==> config.mk <==
export PLATFORM = sky130hd
export DESIGN_NAME = control_point_curve_evaluator_flat
export DESIGN_NICKNAME = d
export VERILOG_FILES = /design/src/rtl/cpce_pkg.sv /design/src/rtl/cpce_if.sv /design/src/rtl/cpce_datapath.sv /design/src/rtl/cpce_ctrl.sv /design/src/rtl/control_point_curve_evaluator.sv /design/src/flat_wrapper.sv
export SDC_FILE = /design/constraint.sdc
export NUM_CORES = 2
export LEC_CHECK = 0
export BUFFER_PORTS_ARGS = -buffer_cell sky130_fd_sc_hd__buf_2
export CAP_MARGIN = 0
export CORE_ASPECT_RATIO = 0.7
export CORE_MARGIN = 2
export CORE_UTILIZATION = 45
export CTS_BUF_LIST = sky130_fd_sc_hd__clkbuf_4
export DETAILED_ROUTE_END_ITERATION = 10
export HOLD_SLACK_MARGIN = 0.08
export PLACE_DENSITY = 0.59
export SYNTH_ARGS = -nofsm -noshare
export SYNTH_HDL_FRONTEND = slang
export SYNTH_HIERARCHICAL = 1
export SYNTH_SLANG_ARGS = --single-unit
==> constraint.sdc <==
create_clock -name clk -period 14.2 [get_ports clk]
set_clock_uncertainty 0.2 [all_clocks]
set_input_delay 2.13 -clock clk [delete_from_list [all_inputs] [get_ports clk]]
set_output_delay 2.13 -clock clk [all_outputs]
set_load 0.02 [all_outputs]
==> src/rtl/cpce_pkg.sv <==
// Package for the control point curve evaluator.
// Holds shared widths, codes and the controller/datapath command types.
package cpce_pkg;

  localparam int XW = 17;
  localparam int YW = 18;
  localparam int CW = 5;
  localparam int DEF_MAX_POINTS = 16;

  localparam logic [XW-1:0] ONE_Q16 = XW'(65536);
  localparam logic signed [YW-1:0] HALF_Q16 = YW'(32768);
  localparam logic signed [YW-1:0] Y_MAX = YW'(131071);
  localparam logic signed [YW-1:0] Y_MIN = -YW'(131072);

  localparam logic [1:0] MODE_CLEAR  = 2'd0;
  localparam logic [1:0] MODE_INSERT = 2'd1;
  localparam logic [1:0] MODE_EVAL   = 2'd2;

  localparam logic [1:0] REG_CURVE_KIND   = 2'd0;
  localparam logic [1:0] REG_CLAMP_RESULT = 2'd1;

  // Commands from the controller to the datapath.
  typedef struct packed {
    logic load;       // capture the input item
    logic clear;      // empty the table
    logic shift;      // move entry ptr-1 up to ptr, step ptr down
    logic place;      // write the new point at ptr, bump count
    logic scan;       // compare eval x against entry ptr, step ptr up
    logic setup;      // build the division operands
    logic div_step;   // one restoring division step
    logic finish;     // form the result
  } cpce_cmd_t;

  // Status from the datapath back to the controller.
  typedef struct packed {
    logic full;       // table holds MAX_POINTS entries
    logic empty;      // table holds no entries
    logic shift_more; // entry below ptr exceeds the new x
    logic scan_hit;   // eval x at or below entry ptr, or scan ran out
    logic div_done;   // last division step taken
  } cpce_stat_t;

endpackage

==> src/rtl/cpce_if.sv <==
// Valid/ready channel interface used by both sides of the curve evaluator.
// Depends on cpce_pkg.
interface cpce_in_if import cpce_pkg::*; ();
  logic valid;
  logic ready;
  logic [1:0] mode;
  logic [XW-1:0] point_x;
  logic signed [YW-1:0] point_y;
  logic [XW-1:0] eval_x;
  modport source (output valid, mode, point_x, point_y, eval_x, input ready);
  modport sink (input valid, mode, point_x, point_y, eval_x, output ready);
endinterface

interface cpce_out_if import cpce_pkg::*; ();
  logic valid;
  logic ready;
  logic signed [YW-1:0] curve_value;
  logic status;
  logic [CW-1:0] points_held;
  modport source (output valid, curve_value, status, points_held, input ready);
  modport sink (input valid, curve_value, status, points_held, output ready);
endinterface

==> src/rtl/cpce_datapath.sv <==
// Datapath: knot tables, insertion shifter, segment scan and serial divider.
// Depends on cpce_pkg; driven by cpce_ctrl commands.
module cpce_datapath import cpce_pkg::*; #(
  parameter int MAX_POINTS = DEF_MAX_POINTS
) (
  input  logic clk,
  input  logic rst,
  input  cpce_cmd_t cmd,
  output cpce_stat_t stat,
  input  logic [1:0] in_mode,
  input  logic [XW-1:0] in_px,
  input  logic signed [YW-1:0] in_py,
  input  logic [XW-1:0] in_ex,
  input  logic curve_kind,
  input  logic clamp_result,
  output logic signed [YW-1:0] res_value,
  output logic [CW-1:0] res_count
);
  localparam int PW = $clog2(MAX_POINTS);
  localparam int NW = $clog2(MAX_POINTS + 1);
  localparam int DW = XW + 2;        // signed span and offset width
  localparam int MW = YW + 1 + DW;   // product width
  localparam int QB = MW + 2;        // dividend bits walked

  logic [XW-1:0] kx [MAX_POINTS];
  logic signed [YW-1:0] ky [MAX_POINTS];
  logic [NW-1:0] count;
  logic [NW-1:0] ptr;
  logic [1:0] mode;
  logic [XW-1:0] px, ex;
  logic signed [YW-1:0] py;
  logic [XW-1:0] rd_x, rdm_x;
  logic signed [YW-1:0] rd_y, rdm_y;
  logic [PW-1:0] pi, pim;

  // segment endpoints chosen by scan
  logic signed [DW-1:0] ax, bx;
  logic signed [YW-1:0] ay, by;
  logic direct;                    // result known without division
  logic signed [YW-1:0] direct_val;
  logic neg;
  logic [QB-1:0] dvd;
  logic [DW:0] dvs;
  logic [QB-1:0] quo;
  logic [DW+1:0] rem;
  logic [$clog2(QB+1)-1:0] step;
  logic signed [MW-1:0] prod;
  logic signed [MW-1:0] prod_abs;

  assign pi  = ptr[PW-1:0];
  assign pim = PW'(ptr - NW'(1));
  assign rd_x = kx[pi];
  assign rd_y = ky[pi];
  assign rdm_x = kx[pim];
  assign rdm_y = ky[pim];

  assign stat.full = (count == NW'(MAX_POINTS));
  assign stat.empty = (count == '0);
  assign stat.shift_more = (ptr != '0) && (rdm_x > px);
  // a hue curve takes x equal to the first knot from the first segment, not the wrap
  assign stat.scan_hit = (ptr >= count) || (ex < rd_x) ||
                         ((ex == rd_x) && !(curve_kind && ptr == '0));
  assign stat.div_done = (step == '0);
  assign res_count = CW'(count);

  logic signed [DW-1:0] den_c, off_c;
  logic [DW+1:0] rem_sh;
  assign den_c = bx - ax;
  assign off_c = DW'($signed({1'b0, ex})) - ax;
  assign rem_sh = {rem[DW:0], dvd[QB-1]};
  assign prod_abs = (prod < 0) ? -prod : prod;

  logic signed [YW+2:0] sum;
  always_comb begin
    sum = (YW+3)'(ay) + (neg ? -(YW+3)'($signed({1'b0, quo})) :
                               (YW+3)'($signed({1'b0, quo})));
    if (quo > QB'(Y_MAX) + QB'(Y_MAX))
      sum = neg ? (YW+3)'(Y_MIN) - (YW+3)'(1) : (YW+3)'(Y_MAX) + (YW+3)'(1);
  end

  always_ff @(posedge clk) begin
    if (rst) begin
      count <= '0;
    end else begin
      if (cmd.clear) count <= '0;
      if (cmd.place) count <= count + NW'(1);
    end
    if (cmd.load) begin
      mode <= in_mode;
      px <= in_px;
      py <= in_py;
      ex <= in_ex;
      ptr <= (in_mode == MODE_INSERT) ? count : '0;
    end
    if (cmd.shift) begin
      kx[pi] <= rdm_x;
      ky[pi] <= rdm_y;
      ptr <= ptr - NW'(1);
    end
    if (cmd.place) begin
      kx[pi] <= px;
      ky[pi] <= py;
    end
    if (cmd.scan) begin
      if (!stat.scan_hit) ptr <= ptr + NW'(1);
      // endpoints of the current candidate segment
      if (ptr == '0) begin
        ax <= DW'($signed({1'b0, kx[PW'(count - NW'(1))]})) - DW'($signed({1'b0, ONE_Q16}));
        ay <= ky[PW'(count - NW'(1))];
      end else begin
        ax <= DW'($signed({1'b0, rdm_x}));
        ay <= rdm_y;
      end
      if (ptr >= count) begin
        bx <= DW'($signed({1'b0, kx[0]})) + DW'($signed({1'b0, ONE_Q16}));
        by <= ky[0];
      end else begin
        bx <= DW'($signed({1'b0, rd_x}));
        by <= rd_y;
      end
      if (stat.scan_hit) begin
        if (mode != MODE_EVAL) begin
          direct <= 1'b1; direct_val <= '0;
        end else if (count == '0) begin
          direct <= 1'b1;
          direct_val <= curve_kind ? HALF_Q16 :
                        (ex > ONE_Q16 ? YW'(ONE_Q16) : YW'(ex));
        end else if (!curve_kind && ptr == '0) begin
          direct <= 1'b1; direct_val <= rd_y;
        end else if (!curve_kind &&
                     (ptr >= count || ex >= kx[PW'(count - NW'(1))])) begin
          // at or past the last knot, hold the last y
          direct <= 1'b1; direct_val <= ky[PW'(count - NW'(1))];
        end else begin
          direct <= 1'b0;
        end
      end
    end
    if (cmd.setup) begin
      prod <= MW'(by - ay) * MW'(off_c);
      dvs <= (DW+1)'(den_c < 0 ? -den_c : den_c);
      neg <= (den_c < 0);
      if (den_c == '0 && !direct) begin
        direct <= 1'b1; direct_val <= ay;
      end
      step <= ($clog2(QB+1))'(QB + 1);
    end
    if (cmd.div_step) begin
      if (step == ($clog2(QB+1))'(QB + 1)) begin
        // rounding: (2|num| + d) / (2d)
        dvd <= QB'({prod_abs, 1'b0}) + QB'(dvs);
        dvs <= {dvs[DW-1:0], 1'b0};
        neg <= neg ^ (prod < 0);
        rem <= '0;
        quo <= '0;
      end else begin
        if (rem_sh >= (DW+2)'(dvs)) begin
          rem <= rem_sh - (DW+2)'(dvs);
          quo <= {quo[QB-2:0], 1'b1};
        end else begin
          rem <= rem_sh;
          quo <= {quo[QB-2:0], 1'b0};
        end
        dvd <= {dvd[QB-2:0], 1'b0};
      end
      step <= step - 1'b1;
    end
    if (cmd.finish) begin
      logic signed [YW-1:0] v;
      v = direct ? direct_val :
          (sum > (YW+3)'(Y_MAX) ? Y_MAX : (sum < (YW+3)'(Y_MIN) ? Y_MIN : YW'(sum)));
      if (mode == MODE_EVAL && clamp_result) begin
        if (v < 0) v = '0;
        else if (v > $signed(YW'(ONE_Q16))) v = YW'(ONE_Q16);
      end
      res_value <= v;
    end
  end
endmodule

==> src/rtl/cpce_ctrl.sv <==
// Controller state machine: sequences insert, scan and division per item.
// Depends on cpce_pkg; commands cpce_datapath.
module cpce_ctrl import cpce_pkg::*; (
  input  logic clk,
  input  logic rst,
  input  logic in_valid,
  output logic in_ready,
  input  logic [1:0] in_mode,
  output logic out_valid,
  input  logic out_ready,
  output logic res_status,
  input  logic direct_hint,
  input  cpce_stat_t stat,
  output cpce_cmd_t cmd
);
  typedef enum logic [2:0] {S_IDLE, S_SHIFT, S_SCAN, S_SETUP, S_DIV, S_FIN, S_OUT} state_t;
  state_t state;

  assign in_ready = (state == S_IDLE);
  always_comb begin
    cmd = '0;
    cmd.load = (state == S_IDLE) && in_valid;
    cmd.clear = cmd.load && (in_mode == MODE_CLEAR);
    cmd.shift = (state == S_SHIFT) && stat.shift_more;
    cmd.place = (state == S_SHIFT) && !stat.shift_more;
    cmd.scan = (state == S_SCAN);
    cmd.setup = (state == S_SETUP);
    cmd.div_step = (state == S_DIV) && !stat.div_done;
    cmd.finish = (state == S_FIN);
  end

  always_ff @(posedge clk) begin
    if (rst) begin
      state <= S_IDLE;
      out_valid <= 1'b0;
      res_status <= 1'b0;
    end else begin
      unique case (state)
        S_IDLE: begin
          if (in_valid) begin
            res_status <= (in_mode == MODE_INSERT) && stat.full;
            if (in_mode == MODE_INSERT && !stat.full) state <= S_SHIFT;
            else state <= S_SCAN;
          end
        end
        S_SHIFT: if (!stat.shift_more) state <= S_SCAN;
        S_SCAN: if (stat.scan_hit) state <= S_SETUP;
        S_SETUP: state <= S_DIV;
        S_DIV: if (stat.div_done || direct_hint) state <= S_FIN;
        S_FIN: begin
          state <= S_OUT;
          out_valid <= 1'b1;
        end
        S_OUT: if (out_ready) begin
          out_valid <= 1'b0;
          state <= S_IDLE;
        end
        default: state <= S_IDLE;
      endcase
    end
  end
endmodule

==> src/rtl/control_point_curve_evaluator.sv <==
// Control point curve evaluator: top level with APB register port.
// One item at a time. Every item is first accepted; an insert then moves each
// larger point up one place and places the new point. Every item then scans
// 1 to (points + 1) table entries, builds the division operands in a setup step,
// runs the bit-serial divider that rounds the interpolation quotient and forms
// the result in a finish step; a held result blocks the next item.
// Depends on cpce_pkg, cpce_if, cpce_ctrl, cpce_datapath.
module control_point_curve_evaluator import cpce_pkg::*; #(
  parameter int MAX_POINTS = DEF_MAX_POINTS
) (
  input  logic clk,
  input  logic rst,
  cpce_in_if.sink  in_ch,
  cpce_out_if.source out_ch,
  input  logic psel,
  input  logic penable,
  input  logic pwrite,
  input  logic [2:0] paddr,
  input  logic [31:0] pwdata,
  output logic [31:0] prdata,
  output logic pready
);
  logic curve_kind, clamp_result;
  cpce_cmd_t cmd;
  cpce_stat_t stat;
  logic direct;

  assign pready = 1'b1;
  // register writes land at the access phase
  always_ff @(posedge clk) begin
    if (rst) begin
      curve_kind <= 1'b0;
      clamp_result <= 1'b0;
    end else if (psel && penable && pwrite) begin
      if (paddr[2] == REG_CLAMP_RESULT[0]) clamp_result <= pwdata[0];
      else curve_kind <= pwdata[0];
    end
  end
  always_comb begin
    prdata = '0;
    prdata[0] = paddr[2] ? clamp_result : curve_kind;
  end

  assign direct = 1'b0;

  cpce_ctrl u_ctrl (
    .clk, .rst,
    .in_valid(in_ch.valid), .in_ready(in_ch.ready), .in_mode(in_ch.mode),
    .out_valid(out_ch.valid), .out_ready(out_ch.ready), .res_status(out_ch.status),
    .direct_hint(direct), .stat, .cmd
  );

  cpce_datapath #(.MAX_POINTS(MAX_POINTS)) u_dp (
    .clk, .rst, .cmd, .stat,
    .in_mode(in_ch.mode), .in_px(in_ch.point_x), .in_py(in_ch.point_y),
    .in_ex(in_ch.eval_x), .curve_kind, .clamp_result,
    .res_value(out_ch.curve_value), .res_count(out_ch.points_held)
  );

  // hold the result steady while it waits
  a_hold: assert property (@(posedge clk) disable iff (rst)
    out_ch.valid && !out_ch.ready |=> $stable(out_ch.curve_value))
    else $error("result changed while stalled");
  // no new item while a result is pending
  a_excl: assert property (@(posedge clk) disable iff (rst)
    !(in_ch.ready && out_ch.valid)) else $error("input open with result pending");
  a_cnt: assert property (@(posedge clk) disable iff (rst)
    out_ch.points_held <= CW'(MAX_POINTS)) else $error("count overflow");
endmodule
==> src/flat_wrapper.sv <==
// flat-port wrapper written by rule: the top's interface ports become plain ports
module control_point_curve_evaluator_flat import cpce_pkg::*;
#(
  parameter int MAX_POINTS = DEF_MAX_POINTS
)
  (clk, rst, psel, penable, pwrite, paddr, pwdata, prdata, pready, in_ch_valid, in_ch_mode, in_ch_point_x, in_ch_point_y, in_ch_eval_x, in_ch_ready, out_ch_valid, out_ch_curve_value, out_ch_status, out_ch_points_held, out_ch_ready);
  cpce_in_if in_ch_i ();
  cpce_out_if out_ch_i ();
  input  logic clk;
  input  logic rst;
  input  logic psel;
  input  logic penable;
  input  logic pwrite;
  input  logic [2:0] paddr;
  input  logic [31:0] pwdata;
  output logic [31:0] prdata;
  output logic pready;
  input wire logic [$bits(in_ch_i.valid)-1:0] in_ch_valid;
  input wire logic [$bits(in_ch_i.mode)-1:0] in_ch_mode;
  input wire logic [$bits(in_ch_i.point_x)-1:0] in_ch_point_x;
  input wire logic [$bits(in_ch_i.point_y)-1:0] in_ch_point_y;
  input wire logic [$bits(in_ch_i.eval_x)-1:0] in_ch_eval_x;
  output wire logic [$bits(in_ch_i.ready)-1:0] in_ch_ready;
  output wire logic [$bits(out_ch_i.valid)-1:0] out_ch_valid;
  output wire logic [$bits(out_ch_i.curve_value)-1:0] out_ch_curve_value;
  output wire logic [$bits(out_ch_i.status)-1:0] out_ch_status;
  output wire logic [$bits(out_ch_i.points_held)-1:0] out_ch_points_held;
  input wire logic [$bits(out_ch_i.ready)-1:0] out_ch_ready;
  assign in_ch_i.valid = in_ch_valid;
  assign in_ch_i.mode = in_ch_mode;
  assign in_ch_i.point_x = in_ch_point_x;
  assign in_ch_i.point_y = in_ch_point_y;
  assign in_ch_i.eval_x = in_ch_eval_x;
  assign in_ch_ready = in_ch_i.ready;
  assign out_ch_valid = out_ch_i.valid;
  assign out_ch_curve_value = out_ch_i.curve_value;
  assign out_ch_status = out_ch_i.status;
  assign out_ch_points_held = out_ch_i.points_held;
  assign out_ch_i.ready = out_ch_ready;
  control_point_curve_evaluator #(.MAX_POINTS(MAX_POINTS)) u_core (.clk(clk), .rst(rst), .in_ch(in_ch_i), .out_ch(out_ch_i), .psel(psel), .penable(penable), .pwrite(pwrite), .paddr(paddr), .pwdata(pwdata), .prdata(prdata), .pready(pready));
endmodule
==> run metrics <==
status completed; crit share post-route 0.794; Setup-failing EPs final 0; Rows between 100 and 150; TritonRoute pass-1 iters 5; WL/cell 25.6 um; largest net degree at the start of global routing 89; DP Wirelength roughly 140000 um; critical path data required time approximately 15 ns; Mapped Cells 5372; Worst Setup SP u_core/u_dp/ay[0]$_DFFE_PP_; root buf cell clkbuf_4; CTS Hold Bufs 0; top post-synthesis cells by area edfxtp_1 (38%), mux4_2 (17%), fa_1 (11%); post_cts resized 0; Post-Synth Adder-Cell Area 0.168; CTS tree built; DRC 0; routed via count 46200; GRT Util Overall 0.263; Synth-to-Final Area Change 8.99%; Post-layout nets 6326; first-pass GRT wire length 296000 um; asr flop ratio synth 0; vias in the first global route 45700; Final Hold Viols 0; Vias/cell 5.99; Antenna Nets Post-Route 0; Slew HR 0.123; Max Freq 88.7 MHz; Synth area leader edfxtp_1; antenna violations before repair 4; CTS Buf Count 226; Synth Area in Compound Gates 0.0682; Reg clk slew, reported paths 0.06 ns; full die area 0.151 mm2; Die W 464 um; fillers 13000; register area share after synthesis 0.400; PortBufs 89; critical path startpoint category register; CP most frequent cell fa_1; main combinational cell family by area after synthesis multiplexers; Overflow after GRT 0; hold_sp u_core/u_ctrl/res_status$_SDFFE_PP0P_; Synth Register Bits around 910; DRT iter0 DRCs 5198; Slew Limit Fails 0; Yosys top cell area share 0.383; Avg Inst Size Synth approximately 12 um2; max-cap viol count 0; simple-gate share of the synthesized area 0.0947; Core Footprint approximately 0.15 mm2; number of H-tree levels 4; proportion of layout cells with a drive suffix above 1 0.216; DIE HEIGHT 326 um; crit-path max FO 7; gpl congestion 0.970; clk sinks slightly above 900; post-synthesis mux area share 0.185; Initial Util 0.455; RSZ-0062 raised after global routing false; Worst Tran Pin Value 1.32 ns; fin crit period 11.27 ns; final wirelength 197000 um; worst min-delay path category register to register; Max Buffers Root-to-Sink 3; I/O pin total 155; RR Startpoint u_core/u_dp/ay[0]$_DFFE_PP_; Post-CTS Setup Bufs 0; maximum single-stage delay on the critical path about 0.65 ns; XOR/XNOR Fraction of Synth Area 0.0313; predominant post-synthesis flop cell edfxtp_1; Synth cell types 96; Warnings, synthesis 6; Post-synth EDFFs 848; Slowest-stage cell, CP a2111oi_0; latest clock arrival within the worst-skew pair 1.26 ns; crit end category register; Post-Syn Area 0.0665 mm2; Setup CP Type register to register; Setup TNS 0 ns; worst path arrival time 12.04 ns
-- logic make-up after synthesis --
kind of cell | count (synthesis)
AOI/OAI and AO/OA | 720
buffers and inverters | 887
other | 2
and+or+nand+nor | 1358
xor gates and xnor gates | 238
muxes | 592
adders and majority gates | 670
DFF | 905
-- through the flow --
stage | hold slack (ns) | instance area [um2] | cells | utilization | setup slack, ns
floorplan | 0.254 | 66600 | 5403 | - | 0.952
global placement | 0.265 | 69600 | 7295 | 0.476 | 3.26
detailed placement | 0.273 | 69600 | 7295 | 0.476 | 3.13
CTS | 0.278 | 72500 | 7707 | 0.496 | 3.11
global route | 0.286 | 72500 | 7710 | 0.496 | 2.20
finish | 0.277 | 72500 | 7711 | 0.496 | 2.93
-- cell type report --
cell class                 count  area [um2]  area share
multi-input combinational   3611       36800       0.508
sequential                   905       26600       0.367
clock buffer                 331        2480      0.0343
tap                         1963        2460      0.0339
inverter                     594        2230      0.0308
timing repair buffer         222        1460      0.0201
clock inverter                81         434     0.00599
antenna                        4        10.0    0.000138
-- critical path, delay by kind of cell (launching register included) --
| family | cells | cell delay, ns |
|---|---|---|
| AOI/OAI and AO/OA | 16 | 4.66 |
| adders and majority gates | 10 | 4.43 |
| and+or+nand+nor | 4 | 0.62 |
| xor gates and xnor gates | 2 | 0.55 |
| DFF | 1 | 0.46 |
| buffers and inverters | 2 | 0.13 |
-- sequential cells by signal (all words and copies together) (netlist names), 18 cells and up --
register and flops:
u_core/u_dp/ax 18, u_core/u_dp/ay 18, u_core/u_dp/bx 18, u_core/u_dp/by 18, u_core/u_dp/direct_val 18, u_core/u_dp/dvd 40
u_core/u_dp/dvs 20, u_core/u_dp/kx 272, u_core/u_dp/ky 288, u_core/u_dp/prod 38, u_core/u_dp/py 18, u_core/u_dp/quo 40
u_core/u_dp/rem 20, u_core/u_dp/res_value 18
-- cells in the mapped netlist, types with 28 or more instances --
cell and number:
clkbuf_1 213, and2_1 85, xnor2_1 158, xor2_1 80, nor3_1 46, o21ai_0 243
mux4_2 504, dfxtp_1 57, edfxtp_1 848, buf_1 42, o31ai_1 28, ha_1 294
a21o_1 56, nand2b_1 60, nand2_1 547, nand3_1 64, a21oi_1 168, mux2i_1 29
mux2_2 57, inv_1 592, o21a_1 32, fa_1 376, buf_4 32, nor2b_1 38
nor2_1 351
-- routing by layer --
layer,part of all wire,vias to the layer above,routed length (um),GRT usage
met5,0.00017,-,34,0.00186
met4,0.032,2,6270,0.0941
met3,0.12,340,23900,0.0755
met2,0.42,2494,82100,0.368
met1,0.43,23400,84700,0.391
li1,-,20000,-,-
-- cells in the final DEF (no fill, tap or decap), types with 33 or more instances in the layout --
cell type / Yosys / final
clkinv_1: 2 / 47
fa_1: 376 / 376
mux2_2: 57 / 57
edfxtp_1: 848 / 848
o21ai_0: 243 / 242
buf_2: 5 / 89
xnor2_1: 158 / 147
ha_1: 294 / 292
buf_4: 32 / 132
clkbuf_4: 0 / 331
mux4_2: 504 / 504
xor2_1: 80 / 77
conb_1: 2 / 33
nand2b_1: 60 / 60
nand2_1: 547 / 547
a21oi_1: 168 / 167
nor2b_1: 38 / 37
nor3_1: 46 / 45
nor2_1: 351 / 347
a21o_1: 56 / 56
dfxtp_1: 57 / 52
and2_1: 85 / 70
inv_1: 592 / 591
nand3_1: 64 / 64
-- path summary, 6_finish.rpt --
| path | to | slack [ns] | cells after the start |
|---|---|---|---|
| setup / recovery | u_core/u_dp/prod[37]$_DFFE_PP_ | 2.93 | 34 |
| hold / removal | u_core/u_ctrl/res_status$_SDFFE_PP0P_ | 0.28 | 2 |
| setup reg to reg | u_core/u_dp/prod[37]$_DFFE_PP_ | 2.93 | 34 |
| hold reg to reg | u_core/u_ctrl/res_status$_SDFFE_PP0P_ | 0.28 | 2 |
Power is not shown: default switching activity piles up to over one toggle a cycle in this logic, so the estimate is an artifact.
